[src/sv/sitr_pkg.sv]
package sitr_pkg;

  // Input beat: value to convert and the radix.
  typedef struct packed {
    logic signed [63:0] value;
    logic [5:0]         radix;
  } in_t;

  // Result beat: one ASCII character.
  typedef struct packed {
    logic [6:0] text_char;
    logic       last_char;
  } out_t;

  // Classification handed from front to back through the queue.
  typedef struct packed {
    logic       neg;
    logic [5:0] radix;
  } ctl_t;

  localparam logic [5:0] RADIX_MIN  = 6'd3;
  localparam logic [5:0] RADIX_MAX  = 6'd36;
  localparam logic [6:0] CH_ZERO    = 7'h30;
  localparam logic [6:0] CH_NINE    = 7'h39;
  localparam logic [6:0] LETTER_GAP = 7'd39;
  localparam logic [6:0] CH_MINUS   = 7'h2d;

  function automatic logic [6:0] digit_char(input logic [5:0] d);
    logic [6:0] c;
    c = CH_ZERO + {1'b0, d};
    if (c > CH_NINE) begin
      c = c + LETTER_GAP;
    end
    return c;
  endfunction

endpackage

[src/sv/signed_integer_to_radix_text.sv]
// Signed integer to radix text.
// Input: drive in_data (value, radix) and raise start; the beat is taken at
// an edge where start is high and busy is low. Only the low VALUE_BITS bits
// of value count, read as two's complement. Radix below 3 acts as 3, above
// 36 as 36.
// Output: one ASCII character per beat, most significant first, each shown
// for exactly one cycle with out_valid high. A negative value opens with '-'.
// last_char marks the final character of each string. The receiver cannot
// stall; characters simply stream out as they are ready.
// Conversion: the back end divides the magnitude by the radix one byte of
// dividend per cycle, taking one pass over all bytes of the dividend for
// each digit. All digits are found first, then read back from the digit
// buffer one character at a time, after the '-' of a negative value.
// A two-entry queue between front and back takes new items while the back
// end works; busy is high only while that queue is full.
// Reset (synchronous, rst_n low) empties the queue and idles the back end.
module signed_integer_to_radix_text #(
  parameter int VALUE_BITS = 64
) (
  input  logic            clk,
  input  logic            rst_n,
  input  logic            start,
  output logic            busy,
  input  sitr_pkg::in_t   in_data,
  output logic            out_valid,
  output sitr_pkg::out_t  out_data
);
  import sitr_pkg::*;

  localparam int ENTRY_W = $bits(ctl_t) + VALUE_BITS;

  // Front: handshake, radix clamp, sign and magnitude.
  logic                  push;
  logic                  q_full;
  logic                  q_empty;
  logic                  q_pop;
  ctl_t                  f_ctl;
  logic [VALUE_BITS-1:0] f_mag;
  ctl_t                  b_ctl;
  logic [VALUE_BITS-1:0] b_mag;
  logic [ENTRY_W-1:0]    q_dout;

  sitr_front #(
    .VALUE_BITS(VALUE_BITS)
  ) u_front (
    .in_data (in_data),
    .start   (start),
    .q_full  (q_full),
    .busy    (busy),
    .push    (push),
    .ctl     (f_ctl),
    .mag     (f_mag)
  );

  // Queue decouples accept from the long divide loop.
  sitr_fifo #(
    .DATA_W(ENTRY_W)
  ) u_fifo (
    .clk   (clk),
    .rst_n (rst_n),
    .push  (push),
    .din   ({f_ctl, f_mag}),
    .pop   (q_pop),
    .dout  (q_dout),
    .full  (q_full),
    .empty (q_empty)
  );

  assign b_ctl = q_dout[ENTRY_W-1 -: $bits(ctl_t)];
  assign b_mag = q_dout[VALUE_BITS-1:0];

  // Back: digit extraction into the buffer, then readout MSB first.
  sitr_back #(
    .VALUE_BITS(VALUE_BITS)
  ) u_back (
    .clk       (clk),
    .rst_n     (rst_n),
    .q_empty   (q_empty),
    .q_ctl     (b_ctl),
    .q_mag     (b_mag),
    .q_pop     (q_pop),
    .out_valid (out_valid),
    .out_data  (out_data)
  );

endmodule

[src/sv/sitr_front.sv]
module sitr_front #(
  parameter int VALUE_BITS = 64
) (
  input  sitr_pkg::in_t           in_data,
  input  logic                    start,
  input  logic                    q_full,
  output logic                    busy,
  output logic                    push,
  output sitr_pkg::ctl_t          ctl,
  output logic [VALUE_BITS-1:0]   mag
);
  import sitr_pkg::*;

  logic [VALUE_BITS-1:0] v;

  assign busy = q_full;
  assign push = start && !q_full;
  assign v    = in_data.value[VALUE_BITS-1:0];

  always_comb begin
    ctl.neg = v[VALUE_BITS-1];
    if (in_data.radix inside {[6'd0:6'd2]}) begin
      ctl.radix = RADIX_MIN;
    end else if (in_data.radix inside {[6'd37:6'd63]}) begin
      ctl.radix = RADIX_MAX;
    end else begin
      ctl.radix = in_data.radix;
    end
    // Most negative value negates to itself: read unsigned it is 2^(N-1).
    mag = ctl.neg ? (~v + 1'b1) : v;
  end

endmodule

[src/sv/sitr_fifo.sv]
module sitr_fifo #(
  parameter int DATA_W = 8
) (
  input  logic              clk,
  input  logic              rst_n,
  input  logic              push,
  input  logic [DATA_W-1:0] din,
  input  logic              pop,
  output logic [DATA_W-1:0] dout,
  output logic              full,
  output logic              empty
);

  logic [DATA_W-1:0] mem_r [2];
  logic              wr_ptr_r;
  logic              rd_ptr_r;
  logic [1:0]        cnt_r;

  assign full  = (cnt_r == 2'd2);
  assign empty = (cnt_r == 2'd0);
  assign dout  = mem_r[rd_ptr_r];

  always_ff @(posedge clk) begin
    if (!rst_n) begin
      wr_ptr_r <= 1'b0;
      rd_ptr_r <= 1'b0;
      cnt_r    <= 2'd0;
    end else begin
      if (push) begin
        wr_ptr_r <= ~wr_ptr_r;
      end
      if (pop) begin
        rd_ptr_r <= ~rd_ptr_r;
      end
      if (push && !pop) begin
        cnt_r <= cnt_r + 2'd1;
      end else if (pop && !push) begin
        cnt_r <= cnt_r - 2'd1;
      end
    end
  end

  always_ff @(posedge clk) begin
    if (push) begin
      mem_r[wr_ptr_r] <= din;
    end
  end

endmodule

[src/sv/sitr_back.sv]
module sitr_back #(
  parameter int VALUE_BITS = 64
) (
  input  logic                  clk,
  input  logic                  rst_n,
  input  logic                  q_empty,
  input  sitr_pkg::ctl_t        q_ctl,
  input  logic [VALUE_BITS-1:0] q_mag,
  output logic                  q_pop,
  output logic                  out_valid,
  output sitr_pkg::out_t        out_data
);
  import sitr_pkg::*;

  localparam int NCHUNK = (VALUE_BITS + 7) / 8;
  localparam int PAD_W  = NCHUNK * 8;
  localparam int CNT_W  = (NCHUNK > 1) ? $clog2(NCHUNK) : 1;
  localparam int IDX_W  = $clog2(VALUE_BITS);
  localparam int ND_W   = $clog2(VALUE_BITS + 1);

  typedef enum logic [2:0] {
    B_IDLE,
    B_DIV,
    B_SIGN,
    B_RD,
    B_OUT
  } state_t;

  state_t           state_r;
  logic [PAD_W-1:0] q_r;
  logic [5:0]       rem_r;
  logic [5:0]       radix_r;
  logic             neg_r;
  logic [CNT_W-1:0] chunk_r;
  logic [ND_W-1:0]  nd_r;
  logic [IDX_W-1:0] rd_idx_r;
  logic [5:0]       rd_data_r;
  logic             out_valid_r;
  out_t             out_data_r;

  logic [5:0]       digit_mem [VALUE_BITS];

  logic [PAD_W-1:0] q_nxt;
  logic [5:0]       rem_nxt;
  logic             last_chunk;
  logic             dig_wr;

  // Eight restoring steps per cycle: one byte of the dividend.
  always_comb begin
    logic [6:0] t;
    logic [5:0] rv;
    logic [7:0] qb;
    rv = rem_r;
    qb = '0;
    for (int i = 0; i < 8; i++) begin
      t = {rv, q_r[PAD_W-1-i]};
      if (t >= {1'b0, radix_r}) begin
        t         = t - {1'b0, radix_r};
        qb[7-i]   = 1'b1;
      end
      rv = t[5:0];
    end
    rem_nxt = rv;
    q_nxt   = (q_r << 8) | PAD_W'(qb);
  end

  assign last_chunk = (chunk_r == CNT_W'(NCHUNK - 1));
  assign dig_wr     = (state_r == B_DIV) && last_chunk;
  assign q_pop      = (state_r == B_IDLE) && !q_empty;
  assign out_valid  = out_valid_r;
  assign out_data   = out_data_r;

  always_ff @(posedge clk) begin
    if (dig_wr) begin
      digit_mem[nd_r[IDX_W-1:0]] <= rem_nxt;
    end
    if (state_r == B_RD) begin
      rd_data_r <= digit_mem[rd_idx_r];
    end
  end

  always_ff @(posedge clk) begin
    if (!rst_n) begin
      state_r     <= B_IDLE;
      out_valid_r <= 1'b0;
    end else begin
      out_valid_r <= 1'b0;
      case (state_r)
        B_IDLE: begin
          if (!q_empty) begin
            q_r     <= PAD_W'(q_mag);
            radix_r <= q_ctl.radix;
            neg_r   <= q_ctl.neg;
            rem_r   <= '0;
            chunk_r <= '0;
            nd_r    <= '0;
            state_r <= B_DIV;
          end
        end
        B_DIV: begin
          q_r <= q_nxt;
          if (last_chunk) begin
            rem_r   <= '0;
            chunk_r <= '0;
            nd_r    <= nd_r + 1'b1;
            if (q_nxt == '0) begin
              rd_idx_r <= nd_r[IDX_W-1:0];
              state_r  <= neg_r ? B_SIGN : B_RD;
            end
          end else begin
            rem_r   <= rem_nxt;
            chunk_r <= chunk_r + 1'b1;
          end
        end
        B_SIGN: begin
          out_valid_r          <= 1'b1;
          out_data_r.text_char <= CH_MINUS;
          out_data_r.last_char <= 1'b0;
          state_r              <= B_RD;
        end
        B_RD: begin
          state_r <= B_OUT;
        end
        B_OUT: begin
          out_valid_r          <= 1'b1;
          out_data_r.text_char <= digit_char(rd_data_r);
          out_data_r.last_char <= (rd_idx_r == '0);
          if (rd_idx_r == '0) begin
            state_r <= B_IDLE;
          end else begin
            rd_idx_r <= rd_idx_r - 1'b1;
            state_r  <= B_RD;
          end
        end
        default: begin
          state_r <= B_IDLE;
        end
      endcase
    end
  end

endmodule
[config.mk]
export PLATFORM = sky130hd
export DESIGN_NAME = signed_integer_to_radix_text
export DESIGN_NICKNAME = d
export VERILOG_FILES = /design/src/sv/sitr_pkg.sv /design/src/sv/signed_integer_to_radix_text.sv /design/src/sv/sitr_front.sv /design/src/sv/sitr_fifo.sv /design/src/sv/sitr_back.sv
export SDC_FILE = /design/constraint.sdc
export NUM_CORES = 1
export LEC_CHECK = 0
export ABC_CLOCK_PERIOD_IN_PS = 37100
export BUFFER_PORTS_ARGS = -buffer_cell sky130_fd_sc_hd__buf_4
export CORE_AREA = 2 2 319 242
export CTS_CLUSTER_SIZE = 12
export DETAILED_ROUTE_END_ITERATION = 6
export DIE_AREA = 0 0 321 244
export SYNTH_ARGS = -nofsm -noshare
export SYNTH_HDL_FRONTEND = slang
export SYNTH_HIERARCHICAL = 1
export SYNTH_SLANG_ARGS = --single-unit
[constraint.sdc]
create_clock -name clk -period 37.1 [get_ports clk]
set_clock_uncertainty 0.15 [all_clocks]
set_input_delay 3.71 -clock clk [delete_from_list [all_inputs] [get_ports clk]]
set_output_delay 3.71 -clock clk [all_outputs]
set_load 0.03 [all_outputs]
==> run_summary.xml, run 1 <==
<?xml version="1.0" encoding="UTF-8"?>
<metrics>
  <group name="sta">
    <metric name="setup_total_negative_slack" unit="ns">0</metric>
    <metric name="share_of_the_clock_period_used_by_the_worst_path_after_layout" unit="">0.573</metric>
    <metric name="hold_viol_final" unit="">0</metric>
    <metric name="rsz0062_at_grt" unit="">no</metric>
    <metric name="worst_max_slew_margin_expressed_relative_to_the_limit" unit="">0.0817</metric>
    <metric name="tightest_slew" unit="ns">1.37</metric>
    <metric name="max_freq" unit="MHz">47.0</metric>
    <metric name="maxSlewViolCount" unit="">0</metric>
    <metric name="fin_hold_ws" unit="ns">0.390</metric>
    <metric name="final-setup-viol-count" unit="">0</metric>
    <metric name="post-route-min-period" unit="ns">21.27</metric>
  </group>
  <group name="critical_path">
    <metric name="worst_r2r_path_depth" unit="">75</metric>
    <metric name="criticalPathCategory" unit="">reg2reg</metric>
    <metric name="crit_arrival" unit="ns">21.36</metric>
    <metric name="cp-start-kind" unit="">flop</metric>
    <metric name="cp_top_family" unit="">compound AO/OA/AOI/OAI gates</metric>
    <metric name="slowest_delay" unit="ns">0.93</metric>
    <metric name="crit_required" unit="ns">37.19</metric>
    <metric name="critical_path.reg2reg.endpoint" unit="">u_back/rd_idx_r[5]$_DFFE_PP_</metric>
    <metric name="critical_path_peak_fanout" unit="">12</metric>
    <metric name="cpMaxStageDelayCell" unit="">a2111oi_2</metric>
    <metric name="endpoint_kind" unit="">flop</metric>
    <metric name="worstPathBufferInverterCount" unit="">5</metric>
    <metric name="reg2reg_setup_slack" unit="ns">15.83</metric>
    <metric name="worst_reg2reg_startpoint" unit="">u_back/radix_r[1]$_DFFE_PP_</metric>
  </group>
  <group name="floorplan">
    <metric name="initial_core_utilization" unit="">0.399</metric>
    <metric name="die_area" unit="mm²">0.0783</metric>
    <metric name="die_x" unit="µm">321</metric>
    <metric name="fp.coreArea" unit="mm²">0.0749</metric>
    <metric name="rows" unit="">87</metric>
    <metric name="die_height" unit="µm">244</metric>
    <metric name="pin_count" unit="">83</metric>
  </group>
  <group name="cts">
    <metric name="cts_tree" unit="">yes</metric>
    <metric name="clock_path_buffers" unit="">3</metric>
    <metric name="clkLatencyLatePin" unit="ns">0.61</metric>
    <metric name="post_cts_resized" unit="">0</metric>
    <metric name="cts_post_setup_buffers_inserted" unit="">0</metric>
    <metric name="root_buffer" unit="">clkbuf_16</metric>
    <metric name="path_clk_slew" unit="ns">0.06</metric>
    <metric name="cts-buffers-inserted" unit="">67</metric>
    <metric name="clock_sink_count" unit="">641</metric>
    <metric name="ctsHoldBuffers" unit="">0</metric>
    <metric name="ctsHtreeMaxLevel" unit="">3</metric>
  </group>
  <group name="synth">
    <metric name="synth-main-ff-cell" unit="">edfxtp_1</metric>
    <metric name="synth-seq-area-share" unit="">0.641</metric>
    <metric name="syn_inst" unit="">1961</metric>
    <metric name="synth.lib_cells_used.distinct" unit="">93</metric>
    <metric name="synth_seq_cells" unit="">641</metric>
    <metric name="syn-mean-instance-area" unit="µm²">15.2</metric>
    <metric name="number_of_enable_flip_flop_cells_after_synthesis" unit="">632</metric>
    <metric name="synth_nets" unit="">2102</metric>
    <metric name="post_synth_main_area_contributors" unit="">edfxtp_1 64%, mux4_2 9.3%, nand2_1 3.1%</metric>
    <metric name="yosys.area.top_type" unit="">edfxtp_1</metric>
    <metric name="mappedNetlistArea" unit="mm²">0.0299</metric>
    <metric name="post-synth-top-area-fraction" unit="">0.635</metric>
    <metric name="post-synth-top-count-cell" unit="">edfxtp_1</metric>
    <metric name="post_synth_most_frequent_cells" unit="">632 x edfxtp_1, 248 x nand2_1, 123 x mux4_2</metric>
    <metric name="ys_warn_count" unit="">6</metric>
    <metric name="synthArstFlopShare" unit="">0</metric>
  </group>
  <group name="job">
    <metric name="cap_viol_max_count" unit="">0</metric>
  </group>
  <group name="placed_design">
    <metric name="post-dp-hpwl" unit="mm">48.2</metric>
    <metric name="numPlacedInstances" unit="">2950</metric>
    <metric name="io_buffer_count" unit="">82</metric>
    <metric name="routabilityCongestion" unit="">0.883</metric>
  </group>
  <group name="detailed_routing">
    <metric name="detail_route.wirelength" unit="mm">71.1</metric>
    <metric name="detail_route.first_pass.iterations" unit="">7</metric>
    <metric name="post-route-drc-count" unit="">0</metric>
    <metric name="dr_vias_cell" unit="">5.63</metric>
    <metric name="route.antenna.remaining_nets" unit="">0</metric>
    <metric name="drt_first_iter_violations" unit="">1965</metric>
    <metric name="overall_via_count_from_detail_route" unit="">17195</metric>
    <metric name="detail_route.wl_per_cell" unit="µm">23.3</metric>
  </group>
  <group name="final_layout">
    <metric name="fraction_of_layout_cells_with_a_size_suffix_above_1" unit="">0.219</metric>
    <metric name="instances_no_fill" unit="">3056</metric>
    <metric name="finish.utilization" unit="">0.446</metric>
    <metric name="nNetsFinal" unit="">2181</metric>
    <metric name="area_delta_synth_final" unit="%">12.0</metric>
  </group>
  <group name="min_path">
    <metric name="worstHoldPathCells" unit="">2</metric>
    <metric name="hold_start" unit="">u_fifo/cnt_r[1]$_SDFFE_PN0P_</metric>
    <metric name="min-delay-path-class" unit="">reg2reg</metric>
    <metric name="worstHoldEndpoint" unit="">u_fifo/cnt_r[1]$_SDFFE_PN0P_</metric>
  </group>
  <group name="grt">
    <metric name="grt_first_pass_wirelength" unit="mm">108</metric>
    <metric name="grt_pass1_vias" unit="">17061</metric>
    <metric name="grt.overflow.total" unit="">0</metric>
    <metric name="grt_antenna_before_repair" unit="">3</metric>
    <metric name="grt_max_degree" unit="">74</metric>
    <metric name="grt_use_total" unit="">0.181</metric>
  </group>
  <group name="run_status">
    <metric name="status" unit="">complete, no violations</metric>
  </group>
</metrics>
cells by family after synthesis:
logic type | synth area share
flip-flops | 0.641
AND/OR/NAND/NOR | 0.0956
AO/OA/AOI/OAI | 0.0558
multiplexers | 0.128
buffers and inverters | 0.0201
XOR/XNOR | 0.0290
adder cells (fa/ha/maj) | 0.0305
state kept, by name (all words and copies together), names as in the netlist, 6 cells and up, named ones only:
register / count
u_back/digit_mem: 384
u_back/nd_r: 6
u_back/out_data: 8
u_back/q_r: 64
u_back/radix_r: 6
u_back/rd_data_r: 6
u_back/rd_idx_r: 6
u_back/rem_r: 6
u_fifo/mem_r: 142
worst max-delay path by stage:
stage,from,to,slack (ns),depth (start not counted)
floorplan,u_back/radix_r[1]$_DFFE_PP_,u_back/rd_idx_r[0]$_DFFE_PP_,20.02,78
global placement,u_back/radix_r[1]$_DFFE_PP_,u_back/rd_idx_r[0]$_DFFE_PP_,16.78,73
detailed placement,u_back/radix_r[1]$_DFFE_PP_,u_back/rd_idx_r[0]$_DFFE_PP_,16.16,74
CTS,u_back/radix_r[1]$_DFFE_PP_,u_back/rd_idx_r[5]$_DFFE_PP_,16.10,74
global route,u_back/radix_r[1]$_DFFE_PP_,u_back/rd_idx_r[0]$_DFFE_PP_,14.16,72
finish,u_back/radix_r[1]$_DFFE_PP_,u_back/rd_idx_r[5]$_DFFE_PP_,15.83,75
worst min-delay path: stages (launching register included):
cell and delay (ns):
dfxtp_1 0.33, o21ai_0 0.09, a21boi_1 0.07
per-stage QoR:
stage / cell area (µm²) / setup slack, ns
2_1_floorplan: 29900 / 20.02
3_3_place_gp: 31400 / 16.78
3_5_place_dp: 31400 / 16.16
4_1_cts: 33400 / 16.10
5_1_grt: 33400 / 14.16
6_report: 33400 / 15.83
metal layers:
| metal | part of all wire | track usage | vias up |
|---|---|---|---|
| met5 | 0.00018 | 0 | - |
| li1 | - | - | 7721 |
| met3 | 0.073 | 0.0354 | 97 |
| met4 | 0.018 | 0.0436 | 2 |
| met1 | 0.48 | 0.284 | 8788 |
| met2 | 0.43 | 0.258 | 587 |
final cells by class:
| type | count | area (µm²) |
|---|---|---|
| Fill cell | 6538 | 41500 |
| Sequential cell | 641 | 19200 |
| Multi-Input combinational cell | 1185 | 10100 |
| Clock buffer | 87 | 1780 |
| Tap cell | 979 | 1220 |
| Timing Repair Buffer | 97 | 728 |
| Clock inverter | 18 | 223 |
| Inverter | 48 | 180 |
| Antenna cell | 1 | 2.50 |
layout by cell type, fill, tap and decap left out, types with 10 or more instances in the layout:
| cell | instances |
|---|---|
| edfxtp_1 | 632 |
| nand2_1 | 247 |
| mux4_2 | 123 |
| nor2_1 | 121 |
| buf_4 | 97 |
| mux2_2 | 80 |
| xnor2_1 | 76 |
| clkbuf_16 | 68 |
| o21ai_0 | 60 |
| ha_1 | 60 |
| inv_1 | 48 |
| a21oi_1 | 26 |
| nand3_1 | 24 |
| xor2_1 | 23 |
| nor4_1 | 23 |
| nor3_1 | 20 |
| or3_1 | 20 |
| o31ai_1 | 19 |
| clkbuf_1 | 18 |
| a21o_1 | 15 |
| nor2b_1 | 15 |
| or4_1 | 15 |
| a31oi_1 | 11 |
| nand4_1 | 10 |
| o21a_1 | 10 |
Power of run 1 is not shown: default switching activity piles up to over one toggle a cycle in this logic, so the estimate is an artifact.
==> inputs of run 2 (changes only) <==
--- a/config.mk
+++ b/config.mk
@@ -5,7 +5,7 @@
 export SDC_FILE = /design/constraint.sdc
 export NUM_CORES = 1
 export LEC_CHECK = 0
-export ABC_CLOCK_PERIOD_IN_PS = 37100
+export ABC_CLOCK_PERIOD_IN_PS = 18800
 export BUFFER_PORTS_ARGS = -buffer_cell sky130_fd_sc_hd__buf_4
 export CORE_AREA = 2 2 319 242
 export CTS_CLUSTER_SIZE = 12
==> constraint.sdc (replaced) <==
create_clock -name clk -period 18.8 [get_ports clk]
set_clock_uncertainty 0.15 [all_clocks]
set_input_delay 1.88 -clock clk [delete_from_list [all_inputs] [get_ports clk]]
set_output_delay 1.88 -clock clk [all_outputs]
set_load 0.03 [all_outputs]
==> run_summary.xml, run 2 (same netlist as run 1, synthesis figures left out) <==
<?xml version="1.0" encoding="UTF-8"?>
<metrics>
  <group name="cts">
    <metric name="clock_sink_count" unit="">641</metric>
    <metric name="clkLatencyLatePin" unit="ns">0.62</metric>
    <metric name="ctsHoldBuffers" unit="">0</metric>
    <metric name="cts-buffers-inserted" unit="">68</metric>
    <metric name="path_clk_slew" unit="ns">0.06</metric>
    <metric name="clock_path_buffers" unit="">3</metric>
    <metric name="cts_tree" unit="">yes</metric>
    <metric name="root_buffer" unit="">clkbuf_16</metric>
    <metric name="ctsHtreeMaxLevel" unit="">3</metric>
  </group>
  <group name="detailed_routing">
    <metric name="detail_route.wl_per_cell" unit="µm">23.2</metric>
    <metric name="detail_route.first_pass.iterations" unit="">5</metric>
    <metric name="detail_route.wirelength" unit="mm">71.4</metric>
    <metric name="dr_vias_cell" unit="">5.58</metric>
    <metric name="drt_first_iter_violations" unit="">1728</metric>
    <metric name="overall_via_count_from_detail_route" unit="">17196</metric>
    <metric name="route.antenna.remaining_nets" unit="">0</metric>
    <metric name="post-route-drc-count" unit="">0</metric>
  </group>
  <group name="final_layout">
    <metric name="largest_register_ffs" unit="">384</metric>
    <metric name="fillers" unit="">6501</metric>
    <metric name="area_delta_synth_final" unit="%">13.0</metric>
    <metric name="fraction_of_layout_cells_with_a_size_suffix_above_1" unit="">0.233</metric>
    <metric name="layout.cells.most_common_list" unit="">632 x edfxtp_1, 247 x nand2_1, 123 x mux4_2, 121 x nor2_1, 117 x buf_4</metric>
    <metric name="nNetsFinal" unit="">2204</metric>
    <metric name="layout_commonest_cell" unit="">edfxtp_1</metric>
  </group>
  <group name="critical_path">
    <metric name="critical_path.reg2reg.endpoint" unit="">u_back/rd_idx_r[1]$_DFFE_PP_</metric>
    <metric name="cpMaxStageDelayCell" unit="">o21ai_1</metric>
    <metric name="criticalPathCategory" unit="">reg2reg</metric>
    <metric name="crit_arrival" unit="ns">17.84</metric>
    <metric name="worst_r2r_path_depth" unit="">75</metric>
    <metric name="most_frequent_cell_on_the_critical_path" unit="">ha_1</metric>
    <metric name="cp-start-kind" unit="">flop</metric>
    <metric name="worst_reg2reg_startpoint" unit="">u_back/radix_r[2]$_DFFE_PP_</metric>
    <metric name="slowest_delay" unit="ns">0.53</metric>
    <metric name="critical_path_peak_fanout" unit="">12</metric>
    <metric name="crit_required" unit="ns">18.96</metric>
    <metric name="reg2reg_setup_slack" unit="ns">1.11</metric>
    <metric name="endpoint_kind" unit="">flop</metric>
    <metric name="startpoint" unit="">u_back/radix_r[2]$_DFFE_PP_</metric>
  </group>
  <group name="sta">
    <metric name="final-setup-viol-count" unit="">0</metric>
    <metric name="hold_viol_final" unit="">0</metric>
    <metric name="share_of_the_clock_period_used_by_the_worst_path_after_layout" unit="">0.941</metric>
    <metric name="rsz0062_at_grt" unit="">no</metric>
    <metric name="tightest_slew" unit="ns">1.19</metric>
    <metric name="setup_total_negative_slack" unit="ns">0</metric>
    <metric name="post-route-min-period" unit="ns">17.69</metric>
    <metric name="maxSlewViolCount" unit="">0</metric>
    <metric name="max_freq" unit="MHz">56.5</metric>
    <metric name="worst_max_slew_margin_expressed_relative_to_the_limit" unit="">0.205</metric>
  </group>
  <group name="min_path">
    <metric name="min-delay-path-class" unit="">reg2reg</metric>
    <metric name="hold_start" unit="">u_fifo/cnt_r[1]$_SDFFE_PN0P_</metric>
    <metric name="worstHoldEndpoint" unit="">u_fifo/cnt_r[1]$_SDFFE_PN0P_</metric>
    <metric name="worstHoldPathCells" unit="">2</metric>
  </group>
  <group name="placed_design">
    <metric name="io_buffer_count" unit="">82</metric>
    <metric name="post-dp-hpwl" unit="mm">49.1</metric>
    <metric name="routabilityCongestion" unit="">0.872</metric>
  </group>
  <group name="floorplan">
    <metric name="rows" unit="">87</metric>
    <metric name="initial_core_utilization" unit="">0.399</metric>
    <metric name="die_x" unit="µm">321</metric>
    <metric name="pin_count" unit="">83</metric>
    <metric name="die_area" unit="mm²">0.0783</metric>
    <metric name="die_height" unit="µm">244</metric>
    <metric name="fp.coreArea" unit="mm²">0.0749</metric>
  </group>
  <group name="grt">
    <metric name="grt_antenna_before_repair" unit="">0</metric>
    <metric name="grt_first_pass_wirelength" unit="mm">109</metric>
    <metric name="grt_pass1_vias" unit="">17149</metric>
    <metric name="grt_use_total" unit="">0.184</metric>
    <metric name="grt.overflow.total" unit="">0</metric>
    <metric name="grt_max_degree" unit="">100</metric>
  </group>
  <group name="job">
    <metric name="cap_viol_max_count" unit="">0</metric>
  </group>
  <group name="run_status">
    <metric name="status" unit="">complete, no violations</metric>
  </group>
</metrics>
==> run 2: cell types whose count changed in the layout (fill, tap and decap cells not counted), moves of 2 or more <==
cell / previous run / this run
a31oi_1: 11 / 9
a31oi_2: 1 / 3
buf_12: 0 / 2
buf_4: 97 / 117
clkbuf_1: 18 / 16
clkinvlp_4: 0 / 4
o21ai_0: 60 / 58
==> run 2: timing repair <==
action | CTS | global route
resized for setup | 0 | 17
endpoints found under the setup margin | 0 | 395
buffers inserted | 0 | 6
==> run 2: critical path: cells and delay by family, from the launching register on <==
family	cells	cell delay, ns
AO/OA/AOI/OAI	41	9.15
adder cells (fa/ha/maj)	8	2.58
buffers and inverters	7	1.06
flip-flops	1	0.35
multiplexers	3	1.02
AND/OR/NAND/NOR	16	3.06
==> run 2: cell type report <==
class,count,area (µm²),share of cell area
Antenna cell,1,2.50,0.0000742
Multi-Input combinational cell,1185,10200,0.302
Sequential cell,641,19200,0.568
Clock buffer,85,1790,0.0530
Inverter,48,184,0.00545
Tap cell,979,1220,0.0363
Timing Repair Buffer,119,918,0.0272
Clock inverter,21,258,0.00764
==> run 2: metal layers <==
| metal | vias to the layer above | wire, µm | global-route usage |
|---|---|---|---|
| met3 | 89 | 4700 | 0.0364 |
| met2 | 509 | 29700 | 0.254 |
| li1 | 7771 | - | - |
| met1 | 8827 | 35900 | 0.295 |
| met4 | 0 | 1150 | 0.0408 |
| met5 | - | 0 | 0 |
==> run 2: stage by stage <==
step | hold WS, ns | worst slack, ns | cells | area, µm² | utilization
after floorplan | 0.316 | 1.72 | 1961 | 29900 | -
after global placement | 0.332 | 1.27 | 2966 | 31600 | 0.422
after detailed placement | 0.364 | 0.321 | 2966 | 31600 | 0.422
after CTS | 0.376 | 0.299 | 3072 | 33600 | 0.449
after global routing | 0.406 | 0.0260 | 3078 | 33700 | 0.451
final | 0.381 | 1.11 | 3079 | 33700 | 0.451
==> run 2: worst max-delay path by stage <==
stage                                         endpoint  slack, ns  cells past startpoint
after floorplan           u_back/rd_idx_r[0]$_DFFE_PP_       1.72                     78
after global placement    u_back/rd_idx_r[2]$_DFFE_PP_       1.27                     77
after detailed placement  u_back/rd_idx_r[1]$_DFFE_PP_       0.32                     74
after CTS                 u_back/rd_idx_r[1]$_DFFE_PP_       0.30                     74
after global routing      u_back/rd_idx_r[1]$_DFFE_PP_       0.03                     75
final                     u_back/rd_idx_r[1]$_DFFE_PP_       1.11                     75
Power of run 2 is left out for the same reason.
==> inputs of run 3 (changes only) <==
--- a/config.mk
+++ b/config.mk
@@ -5,12 +5,12 @@
 export SDC_FILE = /design/constraint.sdc
 export NUM_CORES = 1
 export LEC_CHECK = 0
-export ABC_CLOCK_PERIOD_IN_PS = 18800
+export ABC_AREA = 1
 export BUFFER_PORTS_ARGS = -buffer_cell sky130_fd_sc_hd__buf_4
-export CORE_AREA = 2 2 319 242
+export CORE_AREA = 2 2 325 246
 export CTS_CLUSTER_SIZE = 12
 export DETAILED_ROUTE_END_ITERATION = 6
-export DIE_AREA = 0 0 321 244
+export DIE_AREA = 0 0 327 248
 export SYNTH_ARGS = -nofsm -noshare
 export SYNTH_HDL_FRONTEND = slang
 export SYNTH_HIERARCHICAL = 1
==> constraint.sdc (replaced) <==
create_clock -name clk -period 17.6 [get_ports clk]
set_clock_uncertainty 0.15 [all_clocks]
set_input_delay 1.76 -clock clk [delete_from_list [all_inputs] [get_ports clk]]
set_output_delay 1.76 -clock clk [all_outputs]
set_load 0.03 [all_outputs]
==> run_summary.xml, run 3 <==
<?xml version="1.0" encoding="UTF-8"?>
<metrics>
  <group name="cts">
    <metric name="clkLatencyLatePin" unit="ns">0.62</metric>
    <metric name="post_cts_resized" unit="">0</metric>
    <metric name="path_clk_slew" unit="ns">0.06</metric>
    <metric name="cts_post_setup_buffers_inserted" unit="">0</metric>
    <metric name="ctsHtreeMaxLevel" unit="">3</metric>
    <metric name="cts-buffers-inserted" unit="">70</metric>
    <metric name="root_buffer" unit="">clkbuf_16</metric>
    <metric name="clock_path_buffers" unit="">3</metric>
    <metric name="ctsHoldBuffers" unit="">0</metric>
    <metric name="cts_tree" unit="">yes</metric>
    <metric name="clock_sink_count" unit="">641</metric>
  </group>
  <group name="synth">
    <metric name="synthArstFlopShare" unit="">0</metric>
    <metric name="post-synth-top-count-cell" unit="">edfxtp_1</metric>
    <metric name="mappedNetlistArea" unit="mm²">0.0309</metric>
    <metric name="synth_seq_cells" unit="">641</metric>
    <metric name="synth.lib_cells_used.distinct" unit="">55</metric>
    <metric name="yosys.area.top_type" unit="">edfxtp_1</metric>
    <metric name="synth-seq-area-share" unit="">0.620</metric>
    <metric name="ys_warn_count" unit="">6</metric>
    <metric name="syn_inst" unit="">2820</metric>
    <metric name="post_synth_main_area_contributors" unit="">edfxtp_1 61%, nand2_1 6.6%, nor2_1 5.0%</metric>
    <metric name="post_synth_most_frequent_cells" unit="">632 x edfxtp_1, 547 x nand2_1, 413 x nor2_1</metric>
    <metric name="post-synth-top-area-fraction" unit="">0.614</metric>
    <metric name="synth-main-ff-cell" unit="">edfxtp_1</metric>
    <metric name="synth_nets" unit="">2961</metric>
    <metric name="number_of_enable_flip_flop_cells_after_synthesis" unit="">632</metric>
    <metric name="syn-mean-instance-area" unit="µm²">11.0</metric>
  </group>
  <group name="critical_path">
    <metric name="crit_arrival" unit="ns">15.83</metric>
    <metric name="criticalPathCategory" unit="">reg2reg</metric>
    <metric name="critical_path_peak_fanout" unit="">64</metric>
    <metric name="reg2reg_setup_slack" unit="ns">1.87</metric>
    <metric name="cp-start-kind" unit="">flop</metric>
    <metric name="cp.depth" unit="">76</metric>
    <metric name="slowest_delay" unit="ns">0.82</metric>
    <metric name="cp_top_family" unit="">compound AO/OA/AOI/OAI gates</metric>
    <metric name="endpoint_kind" unit="">flop</metric>
    <metric name="crit_required" unit="ns">17.71</metric>
    <metric name="worst_r2r_path_depth" unit="">76</metric>
    <metric name="cpMaxStageDelayCell" unit="">nand2_2</metric>
    <metric name="worstPathBufferInverterCount" unit="">11</metric>
  </group>
  <group name="floorplan">
    <metric name="pin_count" unit="">83</metric>
    <metric name="die_area" unit="mm²">0.0811</metric>
    <metric name="rows" unit="">89</metric>
    <metric name="initial_core_utilization" unit="">0.396</metric>
    <metric name="die_height" unit="µm">248</metric>
    <metric name="fp.coreArea" unit="mm²">0.0781</metric>
    <metric name="die_x" unit="µm">327</metric>
  </group>
  <group name="sta">
    <metric name="max_freq" unit="MHz">63.6</metric>
    <metric name="post-route-min-period" unit="ns">15.73</metric>
    <metric name="maxSlewViolCount" unit="">0</metric>
    <metric name="hold_viol_final" unit="">0</metric>
    <metric name="rsz0062_at_grt" unit="">no</metric>
    <metric name="setup_total_negative_slack" unit="ns">0</metric>
    <metric name="worst_max_slew_margin_expressed_relative_to_the_limit" unit="">0.217</metric>
    <metric name="final-setup-viol-count" unit="">0</metric>
    <metric name="tightest_slew" unit="ns">1.17</metric>
    <metric name="share_of_the_clock_period_used_by_the_worst_path_after_layout" unit="">0.894</metric>
  </group>
  <group name="grt">
    <metric name="grt_use_total" unit="">0.199</metric>
    <metric name="grt_antenna_before_repair" unit="">2</metric>
    <metric name="grt_pass1_vias" unit="">20612</metric>
    <metric name="grt_max_degree" unit="">184</metric>
    <metric name="grt.overflow.total" unit="">0</metric>
    <metric name="grt_first_pass_wirelength" unit="mm">123</metric>
  </group>
  <group name="final_layout">
    <metric name="layout_commonest_cell" unit="">edfxtp_1</metric>
    <metric name="instances_no_fill" unit="">3965</metric>
    <metric name="area_delta_synth_final" unit="%">11.4</metric>
    <metric name="fraction_of_layout_cells_with_a_size_suffix_above_1" unit="">0.116</metric>
    <metric name="seq_area" unit="mm²">0.0192</metric>
    <metric name="layout.cells.most_common_list" unit="">632 x edfxtp_1, 546 x nand2_1, 410 x nor2_1, 249 x o21ai_0, 188 x inv_1</metric>
    <metric name="fin_area" unit="mm²">0.0344</metric>
    <metric name="fillers" unit="">7197</metric>
    <metric name="area_of_the_multi_input_gates" unit="mm²">0.0104</metric>
    <metric name="largest_register_ffs" unit="">384</metric>
    <metric name="nNetsFinal" unit="">3014</metric>
  </group>
  <group name="detailed_routing">
    <metric name="overall_via_count_from_detail_route" unit="">21539</metric>
    <metric name="detail_route.first_pass.iterations" unit="">5</metric>
    <metric name="detail_route.wl_per_cell" unit="µm">20.5</metric>
    <metric name="drt_first_iter_violations" unit="">2316</metric>
    <metric name="route.antenna.remaining_nets" unit="">0</metric>
    <metric name="detail_route.wirelength" unit="mm">81.1</metric>
    <metric name="post-route-drc-count" unit="">0</metric>
    <metric name="dr_vias_cell" unit="">5.43</metric>
  </group>
  <group name="run_status">
    <metric name="status" unit="">complete, no violations</metric>
  </group>
  <group name="placed_design">
    <metric name="numPlacedInstances" unit="">3847</metric>
    <metric name="routabilityCongestion" unit="">0.916</metric>
    <metric name="post_dp_cell_area" unit="mm²">0.0324</metric>
    <metric name="post-dp-hpwl" unit="mm">54.3</metric>
    <metric name="io_buffer_count" unit="">82</metric>
  </group>
  <group name="job">
    <metric name="cap_viol_max_count" unit="">0</metric>
  </group>
  <group name="min_path">
    <metric name="worstHoldPathCells" unit="">2</metric>
    <metric name="min-delay-path-class" unit="">reg2reg</metric>
  </group>
</metrics>
## run 3: cell types whose count changed in the layout (fill, tap and decap cells not counted), moves of 29 or more
cell      before  now
o21ai_0       58  249
o221ai_1       0   76
inv_1         47  188
nor2_1       121  410
a21oi_1       25   54
nand3_1       24  125
nand2_1      247  546
xnor2_1       76   23
mux2_4         4   70
mux4_2       123    0
mux2_2        80    1
## run 3: cell type report
| cell class | instances | share of cell area |
|---|---|---|
| Clock buffer | 90 | 0.0539 |
| Antenna cell | 1 | 0.0000726 |
| Clock inverter | 27 | 0.00599 |
| Timing Repair Buffer | 98 | 0.0217 |
| Inverter | 207 | 0.0227 |
| Sequential cell | 641 | 0.556 |
| Tap cell | 1046 | 0.0380 |
| Multi-Input combinational cell | 1855 | 0.301 |
## run 3: final timing paths
check,from,end
worst max register to register,u_back/radix_r[1]$_DFFE_PP_,u_back/digit_mem[41][4]$_DFFE_PP_
worst min-delay path,u_fifo/rd_ptr_r$_SDFFE_PN0P_,flop
worst min register to register,u_fifo/rd_ptr_r$_SDFFE_PN0P_,flop
worst max-delay path,u_back/radix_r[1]$_DFFE_PP_,u_back/digit_mem[41][4]$_DFFE_PP_
## run 3: worst register-to-register path: cells and delay by family (launching register included)
family	cells	cell delay (ns)
DFF	1	0.63
buffers and inverters	11	1.33
adders and majority gates	8	2.80
AOI/OAI and AO/OA	32	6.63
and+or+nand+nor	25	3.85
## run 3: kinds of logic (layout without fill, tap and decap cells)
group / Yosys count / after routing / share of synthesized area
other: 0 / 1 / 0
adder cells (fa/ha/maj): 68 / 68 / 0.0295
buffers and inverters: 324 / 422 / 0.0455
AO/OA/AOI/OAI: 474 / 474 / 0.0935
multiplexers: 71 / 71 / 0.0344
flip-flops: 641 / 641 / 0.620
AND/OR/NAND/NOR: 1184 / 1184 / 0.161
XOR/XNOR: 58 / 58 / 0.0164
## run 3: per-layer routing
layer | vias to the layer above | track usage | part of all wire
met5 | - | 0 | 0.00028
met4 | 4 | 0.0548 | 0.023
met3 | 139 | 0.0400 | 0.077
met2 | 828 | 0.291 | 0.43
met1 | 10529 | 0.298 | 0.47
li1 | 10039 | - | -
## run 3: stage by stage
stage	hold slack (ns)	worst slack [ns]	utilization
global route	0.391	0.288	0.441
CTS	0.360	1.91	0.441
finish	0.354	1.87	0.441
global placement	0.332	2.58	0.415
detailed placement	0.345	1.97	0.415
floorplan	0.316	4.07	-
Power of run 3 is left out for the same reason.
